===== src/design/acsc_pkg.sv =====
`timescale 1ns / 1ps

// Shared types and constants of the escape-stripping capture block.
package acsc_pkg;

    // Default sizing, handed down from the top level.
    localparam int MAX_SEQ_DEF     = 16;
    localparam int QUEUE_DEPTH_DEF = 4;

    // Register port geometry.
    localparam int ADDR_W    = 4;
    localparam int DATA_W    = 32;
    localparam int LIMIT_W   = 12;
    localparam int COUNT_W   = 33;
    localparam int MIB_SHIFT = 20;

    // Register indexes (byte address divided by four).
    localparam logic [1:0] REG_CAPTURE_ON   = 2'd0;
    localparam logic [1:0] REG_STRIP_ENABLE = 2'd1;
    localparam logic [1:0] REG_LIMIT_MIB    = 2'd2;

    // Register reset values.
    localparam logic               CAPTURE_RESET = 1'b0;
    localparam logic               STRIP_RESET   = 1'b1;
    localparam logic [LIMIT_W-1:0] LIMIT_RESET   = 12'd100;

    // Characters the parser looks for.
    localparam logic [7:0] CH_ESC      = 8'h1B;
    localparam logic [7:0] CH_LBRACKET = 8'h5B;
    localparam logic [7:0] CH_SEMI     = 8'h3B;
    localparam logic [7:0] CH_QUEST    = 8'h3F;
    localparam logic [7:0] CH_EQUAL    = 8'h3D;
    localparam logic [7:0] CH_DIGIT_LO = 8'h30;
    localparam logic [7:0] CH_DIGIT_HI = 8'h39;
    localparam logic [7:0] CH_UPPER_LO = 8'h41;
    localparam logic [7:0] CH_UPPER_HI = 8'h5A;
    localparam logic [7:0] CH_LOWER_LO = 8'h61;
    localparam logic [7:0] CH_LOWER_HI = 8'h7A;

    // Result kinds.
    localparam logic KIND_BYTE   = 1'b0;
    localparam logic KIND_STATUS = 1'b1;

    // Byte classes found by the front end.
    typedef enum logic [2:0] {
        CLS_OTHER   = 3'd0,
        CLS_ESC     = 3'd1,
        CLS_BRACKET = 3'd2,
        CLS_LETTER  = 3'd3,
        CLS_PARAM   = 3'd4
    } byte_cls_t;

    // Input word.
    typedef struct packed {
        logic [7:0] data_byte;
        logic       chunk_end;
    } acsc_in_t;

    // Result word.
    typedef struct packed {
        logic       kind;
        logic [7:0] out_byte;
        logic       refused;
        logic       last_of_run;
    } acsc_out_t;

    // Classified word held in the queue.
    typedef struct packed {
        logic [7:0] data_byte;
        logic       chunk_end;
        byte_cls_t  cls;
    } acsc_cmd_t;

    // Configuration seen by the back end.
    typedef struct packed {
        logic               capture_on;
        logic               strip_enable;
        logic [LIMIT_W-1:0] limit_mib;
        logic               count_clear;
    } acsc_cfg_t;

endpackage


===== src/design/ansi_csi_strip_capture.sv =====
`timescale 1ns / 1ps
// Path of a word: front-end stage register, queue, back-end sequencer, output register.
// Throughput: one word per cycle while output is not stalled; the back-end sequencer also
// holds the queue while it flushes held bytes, sends the status word at a chunk end, or handles
// a word that waits behind a flush. The held-byte store has at most MAX_SEQ-1 entries.
// Reset: aresetn is synchronous and active low; it clears control state and restores the
// register defaults (capture off, stripping on, limit 100 MiB); the held bytes are not cleared.
module ansi_csi_strip_capture import acsc_pkg::*; #(
    parameter int MAX_SEQ     = MAX_SEQ_DEF,
    parameter int QUEUE_DEPTH = QUEUE_DEPTH_DEF
) (
    input  logic              aclk,
    input  logic              aresetn,
    input  logic              s_valid,
    output logic              s_ready,
    input  acsc_in_t          s_data,
    output logic              m_valid,
    input  logic              m_ready,
    output acsc_out_t         m_data,
    input  logic              psel,
    input  logic              penable,
    input  logic              pwrite,
    input  logic [ADDR_W-1:0] paddr,
    input  logic [DATA_W-1:0] pwdata,
    output logic [DATA_W-1:0] prdata,
    output logic              pready
);

    logic               capture_on_reg, capture_on_next;
    logic               strip_enable_reg, strip_enable_next;
    logic [LIMIT_W-1:0] limit_mib_reg, limit_mib_next;
    logic               reg_wr;
    logic [1:0]         reg_idx;
    acsc_cfg_t          cfg;
    logic               fq_valid, fq_ready;
    acsc_cmd_t          fq_cmd;
    logic               qb_valid, qb_pop;
    acsc_cmd_t          qb_cmd;

    assign pready  = 1'b1;
    assign reg_wr  = psel && penable && pwrite && pready;
    assign reg_idx = paddr[ADDR_W-1:2];

    // Register write decode.
    always_comb begin
        capture_on_next   = capture_on_reg;
        strip_enable_next = strip_enable_reg;
        limit_mib_next    = limit_mib_reg;
        if (reg_wr) begin
            unique case (reg_idx)
                REG_CAPTURE_ON:   capture_on_next   = pwdata[0];
                REG_STRIP_ENABLE: strip_enable_next = pwdata[0];
                REG_LIMIT_MIB:    limit_mib_next    = pwdata[LIMIT_W-1:0];
                default: begin
                end
            endcase
        end
    end

    // Register read decode.
    always_comb begin
        unique case (reg_idx)
            REG_CAPTURE_ON:   prdata = DATA_W'(capture_on_reg);
            REG_STRIP_ENABLE: prdata = DATA_W'(strip_enable_reg);
            REG_LIMIT_MIB:    prdata = DATA_W'(limit_mib_reg);
            default:          prdata = '0;
        endcase
    end

    always_ff @(posedge aclk) begin
        if (!aresetn) begin
            capture_on_reg   <= CAPTURE_RESET;
            strip_enable_reg <= STRIP_RESET;
            limit_mib_reg    <= LIMIT_RESET;
        end else begin
            capture_on_reg   <= capture_on_next;
            strip_enable_reg <= strip_enable_next;
            limit_mib_reg    <= limit_mib_next;
        end
    end

    // Turning capture on also restarts the byte count.
    assign cfg = '{capture_on: capture_on_reg, strip_enable: strip_enable_reg,
                   limit_mib: limit_mib_reg,
                   count_clear: reg_wr && reg_idx == REG_CAPTURE_ON && pwdata[0]};

    acsc_front u_front (
        .aclk    (aclk),
        .aresetn (aresetn),
        .s_valid (s_valid),
        .s_ready (s_ready),
        .s_data  (s_data),
        .q_valid (fq_valid),
        .q_ready (fq_ready),
        .q_cmd   (fq_cmd)
    );

    acsc_queue #(
        .DEPTH (QUEUE_DEPTH)
    ) u_queue (
        .aclk      (aclk),
        .aresetn   (aresetn),
        .in_valid  (fq_valid),
        .in_ready  (fq_ready),
        .in_cmd    (fq_cmd),
        .out_valid (qb_valid),
        .out_pop   (qb_pop),
        .out_cmd   (qb_cmd)
    );

    acsc_back #(
        .MAX_SEQ (MAX_SEQ)
    ) u_back (
        .aclk    (aclk),
        .aresetn (aresetn),
        .cfg     (cfg),
        .q_valid (qb_valid),
        .q_cmd   (qb_cmd),
        .q_pop   (qb_pop),
        .m_valid (m_valid),
        .m_ready (m_ready),
        .m_data  (m_data)
    );

endmodule


===== src/design/acsc_front.sv =====
`timescale 1ns / 1ps

// Input stage: takes one word per cycle while the queue has room, and tags it with its byte class.
module acsc_front import acsc_pkg::*; (
    input  logic      aclk,
    input  logic      aresetn,
    input  logic      s_valid,
    output logic      s_ready,
    input  acsc_in_t  s_data,
    output logic      q_valid,
    input  logic      q_ready,
    output acsc_cmd_t q_cmd
);

    logic      valid_reg;
    acsc_cmd_t cmd_reg;
    logic      push;

    // Decode a byte into the classes the CSI parser needs.
    function automatic byte_cls_t classify(input logic [7:0] c);
        byte_cls_t r;
        r = CLS_OTHER;
        if (c == CH_ESC) begin
            r = CLS_ESC;
        end else if (c == CH_LBRACKET) begin
            r = CLS_BRACKET;
        end else if ((c >= CH_UPPER_LO && c <= CH_UPPER_HI) ||
                     (c >= CH_LOWER_LO && c <= CH_LOWER_HI)) begin
            r = CLS_LETTER;
        end else if ((c >= CH_DIGIT_LO && c <= CH_DIGIT_HI) || c == CH_SEMI ||
                     c == CH_QUEST || c == CH_EQUAL) begin
            r = CLS_PARAM;
        end
        return r;
    endfunction

    assign push    = valid_reg && q_ready;
    assign s_ready = !valid_reg || q_ready;
    assign q_valid = valid_reg;
    assign q_cmd   = cmd_reg;

    // Stage register; refills in the cycle it hands its word on.
    always_ff @(posedge aclk) begin
        if (!aresetn) begin
            valid_reg <= 1'b0;
        end else if (s_valid && s_ready) begin
            valid_reg <= 1'b1;
        end else if (push) begin
            valid_reg <= 1'b0;
        end
    end

    always_ff @(posedge aclk) begin
        if (s_valid && s_ready) begin
            cmd_reg <= '{data_byte: s_data.data_byte, chunk_end: s_data.chunk_end,
                         cls: classify(s_data.data_byte)};
        end
    end

endmodule


===== src/design/acsc_queue.sv =====
`timescale 1ns / 1ps

// Short first-in first-out queue between the front and back ends.
module acsc_queue import acsc_pkg::*; #(
    parameter int DEPTH = QUEUE_DEPTH_DEF
) (
    input  logic      aclk,
    input  logic      aresetn,
    input  logic      in_valid,
    output logic      in_ready,
    input  acsc_cmd_t in_cmd,
    output logic      out_valid,
    input  logic      out_pop,
    output acsc_cmd_t out_cmd
);

    localparam int PTR_W = $clog2(DEPTH);
    localparam int LVL_W = $clog2(DEPTH + 1);
    localparam logic [PTR_W-1:0] PTR_LAST = PTR_W'(DEPTH - 1);
    localparam logic [LVL_W-1:0] LVL_FULL = LVL_W'(DEPTH);

    acsc_cmd_t        slot_reg [DEPTH];
    logic [PTR_W-1:0] wr_ptr_reg, wr_ptr_next;
    logic [PTR_W-1:0] rd_ptr_reg, rd_ptr_next;
    logic [LVL_W-1:0] level_reg, level_next;
    logic             do_push, do_pop;

    assign in_ready  = level_reg != LVL_FULL;
    assign out_valid = level_reg != '0;
    assign out_cmd   = slot_reg[rd_ptr_reg];
    assign do_push   = in_valid && in_ready;
    assign do_pop    = out_pop && out_valid;

    // Pointer and fill level update.
    always_comb begin
        wr_ptr_next = wr_ptr_reg;
        rd_ptr_next = rd_ptr_reg;
        level_next  = level_reg;
        if (do_push) begin
            wr_ptr_next = (wr_ptr_reg == PTR_LAST) ? '0 : wr_ptr_reg + PTR_W'(1);
        end
        if (do_pop) begin
            rd_ptr_next = (rd_ptr_reg == PTR_LAST) ? '0 : rd_ptr_reg + PTR_W'(1);
        end
        if (do_push && !do_pop) begin
            level_next = level_reg + LVL_W'(1);
        end else if (do_pop && !do_push) begin
            level_next = level_reg - LVL_W'(1);
        end
    end

    always_ff @(posedge aclk) begin
        if (!aresetn) begin
            wr_ptr_reg <= '0;
            rd_ptr_reg <= '0;
            level_reg  <= '0;
        end else begin
            wr_ptr_reg <= wr_ptr_next;
            rd_ptr_reg <= rd_ptr_next;
            level_reg  <= level_next;
        end
    end

    always_ff @(posedge aclk) begin
        if (do_push) begin
            slot_reg[wr_ptr_reg] <= in_cmd;
        end
    end

endmodule


===== src/design/acsc_back.sv =====
`timescale 1ns / 1ps

// Back end: chunk bookkeeping, CSI parser, held-byte store, byte counter
// and the output register. One result leaves per cycle at most.
module acsc_back import acsc_pkg::*; #(
    parameter int MAX_SEQ = MAX_SEQ_DEF
) (
    input  logic      aclk,
    input  logic      aresetn,
    input  acsc_cfg_t cfg,
    input  logic      q_valid,
    input  acsc_cmd_t q_cmd,
    output logic      q_pop,
    output logic      m_valid,
    input  logic      m_ready,
    output acsc_out_t m_data
);

    localparam int HOLD_DEPTH = MAX_SEQ - 1;
    localparam int IDX_W      = $clog2(HOLD_DEPTH);
    localparam int CNT_W      = $clog2(HOLD_DEPTH + 1);
    localparam logic [CNT_W-1:0]   CNT_FULL  = CNT_W'(HOLD_DEPTH);
    localparam logic [COUNT_W-1:0] COUNT_SAT = '1;

    typedef enum logic [1:0] {
        PH_TEXT = 2'd0,
        PH_ESC  = 2'd1,
        PH_CSI  = 2'd2
    } phase_t;

    typedef enum logic [2:0] {
        ACT_NONE    = 3'd0,
        ACT_EMIT    = 3'd1,
        ACT_START   = 3'd2,
        ACT_APPEND  = 3'd3,
        ACT_DISCARD = 3'd4
    } act_t;

    typedef enum logic [4:0] {
        S_IDLE   = 5'b00001,
        S_FLUSH1 = 5'b00010,
        S_ACT    = 5'b00100,
        S_FLUSH2 = 5'b01000,
        S_STATUS = 5'b10000
    } state_t;

    state_t             state_reg, state_next;
    phase_t             phase_reg, phase_next;
    logic [CNT_W-1:0]   cnt_reg, cnt_next;
    logic [IDX_W-1:0]   ptr_reg, ptr_next;
    logic               in_chunk_reg, in_chunk_next;
    logic               refused_reg, refused_next;
    logic [COUNT_W-1:0] byte_cnt_reg, byte_cnt_next;
    logic [7:0]         c_reg, c_next;
    logic               end_reg, end_next;
    act_t               act_reg, act_next;
    logic [7:0]         held_reg [HOLD_DEPTH];
    logic               m_valid_reg, m_valid_next;
    acsc_out_t          m_data_reg, m_data_next;

    logic               adv;
    logic               over;
    logic               start_refused;
    logic               eff_refused;
    phase_t             eff_phase;
    logic [CNT_W-1:0]   eff_cnt;
    logic               pre_flush;
    act_t               act;
    act_t               text_act;
    logic               need_flush1;
    logic [7:0]         held_rd;
    logic               last_ptr;
    logic               emit;
    acsc_out_t          emit_data;
    logic               hold_we;
    logic [IDX_W-1:0]   hold_idx;
    logic [7:0]         hold_data;

    assign adv     = !m_valid_reg || m_ready;
    assign m_valid = m_valid_reg;
    assign m_data  = m_data_reg;
    assign held_rd = held_reg[ptr_reg];
    assign last_ptr = CNT_W'(ptr_reg) == (cnt_reg - CNT_W'(1));

    // Refusal test made when a chunk starts.
    assign over = (cfg.limit_mib != '0) &&
                  (byte_cnt_reg > COUNT_W'({cfg.limit_mib, {MIB_SHIFT{1'b0}}}));
    assign start_refused = !cfg.capture_on || over;

    // A new chunk begins from plain text with nothing held.
    assign eff_refused = in_chunk_reg ? refused_reg : start_refused;
    assign eff_phase   = in_chunk_reg ? phase_reg : PH_TEXT;
    assign eff_cnt     = in_chunk_reg ? cnt_reg : '0;

    // Parser decision for the word at the head of the queue.
    always_comb begin
        text_act  = (q_cmd.cls == CLS_ESC) ? ACT_START : ACT_EMIT;
        pre_flush = 1'b0;
        act       = ACT_NONE;
        if (!eff_refused) begin
            if (!cfg.strip_enable) begin
                pre_flush = 1'b1;
                act       = ACT_EMIT;
            end else begin
                case (eff_phase)
                    PH_ESC: begin
                        if (q_cmd.cls == CLS_BRACKET) begin
                            act = ACT_APPEND;
                        end else begin
                            pre_flush = 1'b1;
                            act       = text_act;
                        end
                    end
                    PH_CSI: begin
                        if (q_cmd.cls == CLS_LETTER) begin
                            act = ACT_DISCARD;
                        end else if (q_cmd.cls == CLS_PARAM) begin
                            if (eff_cnt < CNT_FULL) begin
                                act = ACT_APPEND;
                            end else begin
                                pre_flush = 1'b1;
                                act       = ACT_EMIT;
                            end
                        end else begin
                            pre_flush = 1'b1;
                            act       = text_act;
                        end
                    end
                    default: begin
                        act = text_act;
                    end
                endcase
            end
        end
    end

    assign need_flush1 = pre_flush && (eff_cnt != '0);

    // Sequencer.
    always_comb begin
        state_next    = state_reg;
        phase_next    = phase_reg;
        cnt_next      = cnt_reg;
        ptr_next      = ptr_reg;
        in_chunk_next = in_chunk_reg;
        refused_next  = refused_reg;
        c_next        = c_reg;
        end_next      = end_reg;
        act_next      = act_reg;
        q_pop         = 1'b0;
        emit          = 1'b0;
        emit_data     = '{kind: KIND_BYTE, out_byte: 8'd0, refused: 1'b0, last_of_run: 1'b0};
        hold_we       = 1'b0;
        hold_idx      = '0;
        hold_data     = q_cmd.data_byte;

        unique case (state_reg)
            S_IDLE: begin
                if (q_valid) begin
                    if (need_flush1) begin
                        // Held bytes go out first; keep the word for later.
                        q_pop         = 1'b1;
                        in_chunk_next = 1'b1;
                        refused_next  = eff_refused;
                        c_next        = q_cmd.data_byte;
                        end_next      = q_cmd.chunk_end;
                        act_next      = act;
                        ptr_next      = '0;
                        state_next    = S_FLUSH1;
                    end else if (act != ACT_EMIT || adv) begin
                        q_pop         = 1'b1;
                        in_chunk_next = 1'b1;
                        refused_next  = eff_refused;
                        case (act)
                            ACT_EMIT: begin
                                emit       = 1'b1;
                                emit_data  = '{kind: KIND_BYTE, out_byte: q_cmd.data_byte,
                                              refused: 1'b0, last_of_run: !q_cmd.chunk_end};
                                cnt_next   = '0;
                                phase_next = PH_TEXT;
                            end
                            ACT_START: begin
                                hold_we    = 1'b1;
                                hold_idx   = '0;
                                cnt_next   = CNT_W'(1);
                                phase_next = PH_ESC;
                            end
                            ACT_APPEND: begin
                                hold_we    = 1'b1;
                                hold_idx   = eff_cnt[IDX_W-1:0];
                                cnt_next   = eff_cnt + CNT_W'(1);
                                phase_next = PH_CSI;
                            end
                            ACT_DISCARD: begin
                                cnt_next   = '0;
                                phase_next = PH_TEXT;
                            end
                            default: begin
                                cnt_next   = eff_cnt;
                                phase_next = eff_phase;
                            end
                        endcase
                        if (q_cmd.chunk_end) begin
                            ptr_next   = '0;
                            state_next = (cnt_next != '0) ? S_FLUSH2 : S_STATUS;
                        end
                    end
                end
            end
            S_FLUSH1: begin
                if (adv) begin
                    emit      = 1'b1;
                    emit_data = '{kind: KIND_BYTE, out_byte: held_rd, refused: 1'b0,
                                  last_of_run: last_ptr && act_reg != ACT_EMIT && !end_reg};
                    ptr_next  = ptr_reg + IDX_W'(1);
                    if (last_ptr) begin
                        cnt_next   = '0;
                        phase_next = PH_TEXT;
                        state_next = S_ACT;
                    end
                end
            end
            S_ACT: begin
                // After a flush the word is either emitted or opens a new escape.
                if (act_reg == ACT_EMIT) begin
                    if (adv) begin
                        emit       = 1'b1;
                        emit_data  = '{kind: KIND_BYTE, out_byte: c_reg, refused: 1'b0,
                                      last_of_run: !end_reg};
                        cnt_next   = '0;
                        phase_next = PH_TEXT;
                        state_next = end_reg ? S_STATUS : S_IDLE;
                    end
                end else begin
                    hold_we    = 1'b1;
                    hold_idx   = '0;
                    hold_data  = c_reg;
                    cnt_next   = CNT_W'(1);
                    phase_next = PH_ESC;
                    ptr_next   = '0;
                    state_next = end_reg ? S_FLUSH2 : S_IDLE;
                end
            end
            S_FLUSH2: begin
                if (adv) begin
                    emit      = 1'b1;
                    emit_data = '{kind: KIND_BYTE, out_byte: held_rd, refused: 1'b0,
                                  last_of_run: 1'b0};
                    ptr_next  = ptr_reg + IDX_W'(1);
                    if (last_ptr) begin
                        cnt_next   = '0;
                        phase_next = PH_TEXT;
                        state_next = S_STATUS;
                    end
                end
            end
            S_STATUS: begin
                if (adv) begin
                    emit          = 1'b1;
                    emit_data     = '{kind: KIND_STATUS, out_byte: 8'd0, refused: refused_reg,
                                      last_of_run: 1'b1};
                    in_chunk_next = 1'b0;
                    refused_next  = 1'b0;
                    cnt_next      = '0;
                    phase_next    = PH_TEXT;
                    state_next    = S_IDLE;
                end
            end
            default: begin
                state_next = S_IDLE;
            end
        endcase
    end

    // Output register and saturating byte counter.
    always_comb begin
        m_valid_next  = m_valid_reg;
        m_data_next   = m_data_reg;
        byte_cnt_next = byte_cnt_reg;
        if (emit) begin
            m_valid_next = 1'b1;
            m_data_next  = emit_data;
        end else if (m_ready) begin
            m_valid_next = 1'b0;
        end
        if (cfg.count_clear) begin
            byte_cnt_next = '0;
        end else if (emit && emit_data.kind == KIND_BYTE && byte_cnt_reg != COUNT_SAT) begin
            byte_cnt_next = byte_cnt_reg + COUNT_W'(1);
        end
    end

    always_ff @(posedge aclk) begin
        if (!aresetn) begin
            state_reg    <= S_IDLE;
            phase_reg    <= PH_TEXT;
            cnt_reg      <= '0;
            ptr_reg      <= '0;
            in_chunk_reg <= 1'b0;
            refused_reg  <= 1'b0;
            byte_cnt_reg <= '0;
            m_valid_reg  <= 1'b0;
        end else begin
            state_reg    <= state_next;
            phase_reg    <= phase_next;
            cnt_reg      <= cnt_next;
            ptr_reg      <= ptr_next;
            in_chunk_reg <= in_chunk_next;
            refused_reg  <= refused_next;
            byte_cnt_reg <= byte_cnt_next;
            m_valid_reg  <= m_valid_next;
        end
    end

    // Payload registers and the held-byte store.
    always_ff @(posedge aclk) begin
        c_reg      <= c_next;
        end_reg    <= end_next;
        act_reg    <= act_next;
        m_data_reg <= m_data_next;
        if (hold_we) begin
            held_reg[hold_idx] <= hold_data;
        end
    end

endmodule


===== config.mk =====
export PLATFORM = sky130hd
export DESIGN_NAME = ansi_csi_strip_capture
export DESIGN_NICKNAME = d
export VERILOG_FILES = /design/src/design/acsc_pkg.sv /design/src/design/ansi_csi_strip_capture.sv /design/src/design/acsc_front.sv /design/src/design/acsc_queue.sv /design/src/design/acsc_back.sv
export SDC_FILE = /design/constraint.sdc
export NUM_CORES = 1
export LEC_CHECK = 0
export BUFFER_PORTS_ARGS = -buffer_cell sky130_fd_sc_hd__buf_4
export CAP_MARGIN = 25
export CORE_AREA = 2 2 157 159
export CTS_CLUSTER_SIZE = 24
export DETAILED_ROUTE_END_ITERATION = 8
export DIE_AREA = 0 0 159 161
export PLACE_DENSITY = 0.73
export SETUP_SLACK_MARGIN = 0.05
export SKIP_CTS_REPAIR_TIMING = 1
export SYNTH_ARGS = -nofsm -noshare
export SYNTH_HDL_FRONTEND = slang
export SYNTH_SLANG_ARGS = --single-unit
export TNS_END_PERCENT = 10

===== constraint.sdc =====
create_clock -name aclk -period 4.84 [get_ports aclk]
set_input_delay 0.242 -clock aclk [delete_from_list [all_inputs] [get_ports aclk]]
set_output_delay 0.242 -clock aclk [all_outputs]
set_load 0.01 [all_outputs]

After elaboration in Yosys (flattened, before gate mapping)
Memories as Yosys holds them, arrays and structs flattened. A register that Yosys moved wholly into a read port is not among the register bits.
Index checks and enable logic that the tools add are counted.
Operators by class
  $add $sub $neg: 8
  mux-type cells: 125
  reduce and logical (&&, ||, !) cells: 58
  eq/ne operators: 44
  bitwise logic cells: 2
  order comparisons: 8
Operators by type and width (number)
  4-bit two-way mux: 26
  5-bit two-way mux: 13
  11-bit two-way mux: 5
  11-bit case mux with 5 select lines: 1
  10-bit two-way mux: 4
  1-bit two-way mux: 37
  12-bit case mux with 3 select lines: 1
  33-bit by 1-bit adder with 33-bit output (second input constant): 1
  33-bit by 32-bit > comparator with 1-bit output: 1
  33-bit != test (second input constant): 1
  2-bit two-way mux: 16
  5-bit case mux with 5 select lines: 1
  8-bit by 6-bit equality test with 1-bit output (second input constant): 3
  3-bit two-way mux: 8
  4-bit case mux with 3 select lines: 2
  1-bit logical AND: 18
  8-bit by 7-bit greater-or-equal comparator with 1-bit output (second input constant): 2
  8-bit by 7-bit less-or-equal comparator with 1-bit output (second input constant): 2
  8-bit two-way mux: 2
  2-bit by 1-bit != test with 1-bit output (second input constant): 8
  4-bit case mux with 4 select lines: 1
  3-bit by 2-bit equality test with 1-bit output (second input constant): 4
  3-bit by 1-bit != test with 1-bit output (second input constant): 4
  6-bit AND reduction: 2
  42 further kinds: 82
Word-level totals
  logic and storage cells: 273
  bits of input ports: 52
  output and inout bits: 46
  register bits after elaboration: 108
  memories: 2
  bits in writable memories: 168
Memory list
  u_back.held_reg: depth 15, bits a word 8, rd ports 1, clocked after memory_dff 1, wr ports 1, RTL line acsc_back.sv:57  | logic [7:0] held_reg [HOLD_DEPTH];
  u_queue.slot_reg: depth 4, bits a word 12, rd ports 1, clocked after memory_dff 1, wr ports 1, RTL line acsc_queue.sv:22  | acsc_cmd_t slot_reg [DEPTH];

Longest topological paths before layout
Gate-level depths: netlist (run 1).
  word-level depth: 22
  mapped depth: 17

Modules after synthesis
From an unflattened synthesis (run 1), not the netlist that was laid out.
Unflattened totals
  cell total of the unflattened synthesis: 1046
  area, all modules: 13006.2 um^2
Modules (own cells, without submodules)
  acsc_back: area an instance 9426.5 um^2, seq. area each 5395.2 um^2, cells each 798, times used 1
  acsc_queue: area an instance 2208.4 um^2, seq. area each 1621.6 um^2, cells each 113, times used 1
  ansi_csi_strip_capture: area an instance 875.8 um^2, seq. area each 280.3 um^2, cells each 104, times used 1
  acsc_front: area an instance 495.5 um^2, seq. area each 380.4 um^2, cells each 31, times used 1

Worst setup path before layout (run 1)
Ideal clock, no wire load.
  path kind: reg2reg
  start: register u_back.in_chunk_reg
  end: memory u_back.held_reg[12][0], enable pin
  clock period less this slack: 4.051 ns
  data arrival time: 3.656 ns
  slack: 0.789 ns
  setup time: 0.395 ns
  stages on the path, launching flop included: 13
  path through: dfxtp_1 > clkbuf_1 > nand2_1 > ha_1 > nor2_1 > or4b_1 > o31ai_2 > o211ai_2 > nor3_2 > or4b_1 > buf_2 > buf_6 > nor4_1
Between the ends
  word-level cells in the longest chain between the ends: 17
  elaborated cells between the ends (all ways): 37
  classes of those cells: 1 x order compare; 5 x eq/ne; 27 x mux; 4 x reduce/logical
RTL lines
  from (decl): RTL line acsc_back.sv:51  | logic in_chunk_reg, in_chunk_next;
  from (signal assigned): RTL line acsc_back.sv:308  | in_chunk_reg <= in_chunk_next;
  4-bit two-way mux: RTL line acsc_back.sv:93  | assign eff_cnt = in_chunk_reg ? cnt_reg : '0;
  4-bit less-than comparator: RTL line acsc_back.sv:118  | if (eff_cnt < CNT_FULL) begin
  2-bit two-way mux: RTL line acsc_back.sv:118
  3-bit two-way mux: RTL line acsc_back.sv:117  | end else if (q_cmd.cls == CLS_PARAM) begin
  3-bit two-way mux: RTL line acsc_back.sv:115  | if (q_cmd.cls == CLS_LETTER) begin
  3-bit case mux with 2 select lines: RTL line acsc_back.sv:105  | case (eff_phase)
  3-bit two-way mux: RTL line acsc_back.sv:101  | if (!cfg.strip_enable) begin
  3-bit two-way mux: RTL line acsc_back.sv:100  | if (!eff_refused) begin
  3-bit by 2-bit equality test with 1-bit output: RTL line acsc_back.sv:174  | case (act)
  2-bit OR reduction (no line)
  1-bit two-way mux: RTL line acsc_back.sv:174
  1-bit two-way mux: RTL line acsc_back.sv:170  | end else if (act != ACT_EMIT || adv) begin
  1-bit two-way mux: RTL line acsc_back.sv:160  | if (need_flush1) begin
  1-bit two-way mux: RTL line acsc_back.sv:159  | if (q_valid) begin
  1-bit case mux with 2 select lines: RTL line acsc_back.sv:157  | unique case (state_reg)
  1-bit two-way mux: RTL line acsc_back.sv:321  | if (hold_we) begin
  1-bit two-way mux (implied by the code): RTL line acsc_back.sv:322  | held_reg[hold_idx] <= hold_data;
  to (decl): RTL line acsc_back.sv:57
Several ways; a longest one is shown, not always the timed one.

==> results of run 1 <==
[cell type report]
cell class | count | area (um^2) | share of cell area
timing repair buffer | 106 | 875 | 0.0588
sequential | 282 | 7680 | 0.516
multi-input combinational | 659 | 4830 | 0.325
clock inverter | 22 | 200 | 0.0135
clock buffer | 32 | 747 | 0.0502
tap | 324 | 405 | 0.0273
inverter | 36 | 135 | 0.00909
[cells in the mapped netlist (13+ instances only)]
master / n / share of area
edfxtp_1: 203 / 0.47
nor2_1: 45 / 0.013
clkbuf_1: 36 / 0.010
nand3_1: 24 / 0.0093
ha_1: 27 / 0.026
mux2i_1: 25 / 0.019
o21ai_0: 34 / 0.013
dfxtp_1: 79 / 0.12
a21oi_1: 64 / 0.025
o31ai_1: 13 / 0.0076
mux4_2: 43 / 0.075
or4_1: 13 / 0.0076
and2_1: 18 / 0.0087
nor3_1: 13 / 0.0050
nand4_1: 19 / 0.0092
nand2_1: 102 / 0.030
and3_1: 13 / 0.0063
nor4_1: 23 / 0.011
nand2b_1: 21 / 0.010
buf_4: 21 / 0.012
inv_1: 36 / 0.010
[routing by layer]
metal,wire [um],up-vias
li1,-,4067
met3,1410,65
met4,758,0
met2,13500,266
met5,0,-
met1,12200,4239
[power groups by stage]
| stage | logic, mW | registers [mW] | clock network [mW] |
|---|---|---|---|
| floorplan | 0.844 | 2.96 | 0 |
| global placement | 1.20 | 2.96 | 0 |
| detailed placement | 1.23 | 2.97 | 0 |
| CTS | 1.24 | 2.92 | 2.22 |
| global route | 1.39 | 2.93 | 2.32 |
| finish | 1.27 | 2.92 | 2.20 |
[worst min-delay path by stage]
stage	startpoint	end	slack, ns	depth (start not counted)
after global routing	aresetn	strip_enable_reg	0.009	2
after floorplan	s_data[7]	u_front.q_cmd[10]	0.34	0
after CTS	s_data[0]	u_front.q_cmd[3]	-0.16	1
final	aresetn	strip_enable_reg	-0.003	2
after detailed placement	s_data[0]	u_front.q_cmd[3]	0.42	1
after global placement	s_data[0]	u_front.q_cmd[3]	0.42	1
[stage by stage]
step                hold slack (ns)  setup WS [ns]  utilization  total power [mW]
floorplan                     0.341          0.789            -              3.80
global placement              0.422          0.865        0.570              4.16
detailed placement            0.422          0.812        0.571              4.19
CTS                          -0.159          0.804        0.611              6.38
global route                0.00943          0.548        0.621              6.64
finish                     -0.00279          0.769        0.621              6.38
[logic make-up after synthesis]
logic type      share of synthesized area
flops                               0.595
fa+ha+maj                          0.0277
other cells                      0.000582
xor+xnor                          0.00581
buf+inv                            0.0382
compound gates                     0.0922
mux                                 0.102
simple gates                        0.139
==> qor.txt, run 1 <==
Seq/Total Area, Yosys = 0.595
Cell variety after synth = 70
WL/cell = 19.1 um
Area Overhead vs Synth = 15.2%
Critical path class = flip-flop to flip-flop
Worst reg2reg path depth = 9
Grt ovf = 0
WP depth = 9
CTS buffer count = 29
Final min period = 4.07 ns
Initial antenna violation count = 0
Clock Latency Late Sink = 0.56 ns
Syn Inst Count = 1029
Via-to-Cell Ratio = 5.91
DRT antenna net count = 0
Routed vias = 8637
H-tree Lvls = 1
N_diodes = 0
Crit path to = u_back.held_reg[14][7]
Top FF cell, synth = edfxtp_1
CTS tree = done
Slowest cell on the critical path = or4b_1
Internal power = 4.55 mW
Reg power frac = 0.457
Post-synthesis register bit count = 282
Hold Path Class = input pin to flip-flop
Final setup violation count = 0
Placed Instances = 1384
CTS sink cnt = 282
Global Route met2 Usage = 0.356
CP peak stage delay = 0.77 ns
Final Cycle Share = 0.841
DIE AREA = 25600 um^2
Cell Area, Synth = 12900 um^2
Placed Area = 13700 um^2
Reg-to-reg setup timing slack = 0.77 ns
First-pass GRT wire length = 43900 um
Gr usage total = 0.214
Most frequent cells in the layout = 203 x edfxtp_1, 102 x nand2_1, 81 x buf_4
Final Skew = 0.0210 ns
Syn. warnings = 0
DRC = 0
Post-synth EDFFs = 203
Die width = 159 um
Final wirelength = 27900 um
Psw = 1.83 mW
Fmax = 246 MHz
Most common cell after layout, fill and taps aside = edfxtp_1
Max-cap violations = 0
Switch share = 0.286
Global Route met1 Usage = 0.296
I/O Buffers = 54
Post-route cell area = 14900 um^2
CP endpoint kind = flip-flop
Worst EP required = 5.09 ns
Slew Limit Fails = 0
Total Nets Final = 1194
Clk root buf = clkbuf_16
# rows = 57
Area of the core = 24000 um^2
Final std cells w/o fill = 1461
DR pass1 iterations = 5
Min Hold Slack = -0.00279 ns
Fin. Hold Viols = 1
Layout cells sized above 1 = 0.172
Bufs and invs on worst path = 2
Initial drt markers = 729
GR peak layer = met2
Violated checks = hold timing
Gate power share = 0.199
Peak supply drop = 0.000308 V
Syn avg cell area = 12.5 um^2
LEAKAGE = 5.17 nW
Vias in the first global route = 8233
Pin count of the biggest net entering global routing = 41
Post-synth ARST share = 0
Pwr dens = 429 nW/um^2
FF-to-FF End = u_back.held_reg[14][7]
Initial Utilization = 0.539
Chip Height = 161 um
Post-DP HPWL = 18500 um
Crit-path cells = buf_4 -> mux4_2 -> or4b_1 -> o31ai_2 -> o211ai_2 -> nor3_2 -> or4b_1 -> nor4_1 -> buf_4
Unrepaired setup endpoints after global routing = no
Crit-path max FO = 15
Final GP Congestion = 0.935
Io pins = 98
Clock tree buffer depth = 3
Worst setup SP type = flip-flop
Fill cell count = 1884
Post-route setup TNS = 0 ns
Clock Power Share = 0.344
Run status = finished with violations
Measured slew at the worst slew-check pin = 1.04 ns
Clk slew on worst S/H paths = 0.06 ns
Top delay family on crit path = simple AND/OR/NAND/NOR gates
GR Layer Usage met3 = 0.0290
Max FFs per register = 120
Worst slew margin = 0.306
Critical Path AT = 4.32 ns
Note: power is estimated with default switching activity, not from simulation.
==> inputs of run 2 (changes only) <==
- clock period: 4.84 -> 4 ns (I/O delays scaled with it)
==> qor.txt, run 2 (same netlist as run 1, synthesis figures left out) <==
# rows = 57 (unchanged)
Most common cell after layout, fill and taps aside = edfxtp_1
CTS tree = done
Max FFs per register = 120 (unchanged)
Placed Area = 13800 um^2 (+0.78%)
Clk root buf = clkbuf_16
Design Power = 7.89 mW (+24%)
Worst EP required = 4.47 ns (-0.62 ns)
LEAKAGE = 5.26 nW (+1.7%)
I/O Buffers = 54 (unchanged)
Final wirelength = 28400 um (+1.9%)
Final Skew = 0.0248 ns (+0.00384 ns)
Area Overhead vs Synth = 16.5%
Top delay family on crit path = compound AO/OA/AOI/OAI gates
Final min period = 3.66 ns (-0.412 ns)
Via-to-Cell Ratio = 5.89 (-0.39%)
Min Hold Slack = -0.00818 ns (-0.00538 ns)
Final setup violation count = 0 (unchanged)
Clk slew on worst S/H paths = 0.06 ns (about the same)
Bufs and invs on worst path = 2 (unchanged)
Measured slew at the worst slew-check pin = 0.801 ns (-0.240 ns)
Gr usage total = 0.219 (+0.00564)
Peak supply drop = 0.000460 V (+49%)
Hold Path Class = input pin to flip-flop
CTS buffer count = 29 (unchanged)
DR pass1 iterations = 6 (+1)
Slowest cell on the critical path = mux4_2
CP endpoint kind = flip-flop
Reg area = 7680 um^2 (about the same)
Total Nets Final = 1209 (+1.3%)
Die width = 159 um (unchanged)
Place WS = 0.114 ns (-0.698 ns)
Most frequent cells in the layout = 203 x edfxtp_1, 102 x nand2_1, 93 x buf_4
Critical Path AT = 4.13 ns (-0.19 ns)
Worst slew margin = 0.464 (+0.159)
Violated checks = hold timing
Worst Setup Slack, final = 0.340 ns (-0.428 ns)
Post-route setup TNS = 0 ns (unchanged)
Pwr dens = 525 nW/um^2 (+22%)
FF-to-FF End = u_queue.level_reg[2]
WHS Path Cells = 2 (unchanged)
Fin. Hold Viols = 1 (unchanged)
Final Cycle Share = 0.915 (+0.0737)
Grt ovf = 0 (unchanged)
Routed vias = 8692 (+0.64%)
Max-cap violations = 0 (unchanged)
Vias in the first global route = 8400 (+2.0%)
DRT antenna net count = 0 (unchanged)
Clock Latency Late Sink = 0.56 ns (about the same)
Area of the core = 24000 um^2 (unchanged)
Initial antenna violation count = 1 (+1)
Multi-input gate area = 4830 um^2 (about the same)
Initial drt markers = 782 (+7.3%)
Initial Utilization = 0.539 (unchanged)
Fill cell count = 1855 (-1.5%)
Post-DP HPWL = 19000 um (+3.0%)
Post-route cell area = 15000 um^2 (+1.1%)
CP peak stage delay = 0.65 ns (-0.12 ns)
Worst reg2reg path depth = 13 (+4)
Worst setup SP type = flip-flop
Fmax = 273 MHz (+11%)
WL/cell = 19.2 um (+0.86%)
Chip Height = 161 um (unchanged)
Layout cells sized above 1 = 0.187 (+0.0142)
CTS sink cnt = 282 (unchanged)
Reg-to-reg setup timing slack = 0.34 ns (-0.43 ns)
Pin count of the biggest net entering global routing = 33 (-20%)
N_diodes = 0 (unchanged)
H-tree Lvls = 1 (unchanged)
Crit-path max FO = 11 (-4)
Run status = finished with violations
Critical path class = flip-flop to flip-flop
Io pins = 98 (unchanged)
First-pass GRT wire length = 45100 um (+2.9%)
DIE AREA = 25600 um^2 (unchanged)
Final GP Congestion = 0.935 (about the same)
Crit-path cells = mux4_2 -> a311o_1 -> o22a_1 -> a32oi_2 -> nand2b_1 -> a21oi_1 -> inv_1 -> ha_1 -> inv_1 -> fa_1 -> xor2_1 -> or3_1 -> a21oi_1
WP depth = 13 (+4)
Clock tree buffer depth = 3 (unchanged)
Unrepaired setup endpoints after global routing = no
Hold Path Origin = aresetn
Hold Path End = limit_mib_reg[6]
DRC = 0 (unchanged)
Slew Limit Fails = 0 (unchanged)
[run 2: cell count changes in the layout (fill, tap and decap cells not counted), sizes merged]
cell	delta
buf	+12
bufinv	+1
clkbuf	+2
clkinv	-4
clkinvlp	+1
dlygate4sd3	+3
[run 2: worst max path at each step]
stage / from / to / slack (ns)
4_1_cts: u_back.in_chunk_reg / u_back.held_reg[5][6] / 0.06
2_1_floorplan: u_back.in_chunk_reg / u_back.held_reg[12][0] / -0.05
3_5_place_dp: u_back.in_chunk_reg / u_back.held_reg[10][0] / 0.11
6_report: flip-flop / u_queue.level_reg[2] / 0.34
5_1_grt: u_back.in_chunk_reg / u_queue.level_reg[2] / 0.05
3_3_place_gp: u_back.in_chunk_reg / u_back.held_reg[10][5] / 0.23
[run 2: area by class of cell]
class	instances	area share
clock buffer	34	0.0495
clock inverter	20	0.0151
inverter	36	0.00899
multi-input combinational	659	0.321
sequential	282	0.511
tap	324	0.0270
timing repair buffer	121	0.0672
[run 2: stage by stage]
step	utilization	instances
after floorplan	-	1048
after global placement	0.575	1395
after detailed placement	0.576	1396
after CTS	0.616	1450
after global routing	0.628	1476
final	0.628	1476
[run 2: per-layer routing]
layer	share of wire	global-route usage
met1	0.42	0.294
met2	0.50	0.374
met3	0.059	0.0349
met4	0.024	0.0640
met5	0.00046	0
[run 2: report_power, final]
group	switching, mW	internal [mW]	total [mW]
clock network	1.13	1.60	2.73
logic	1.02	0.609	1.63
registers	0.104	3.43	3.53
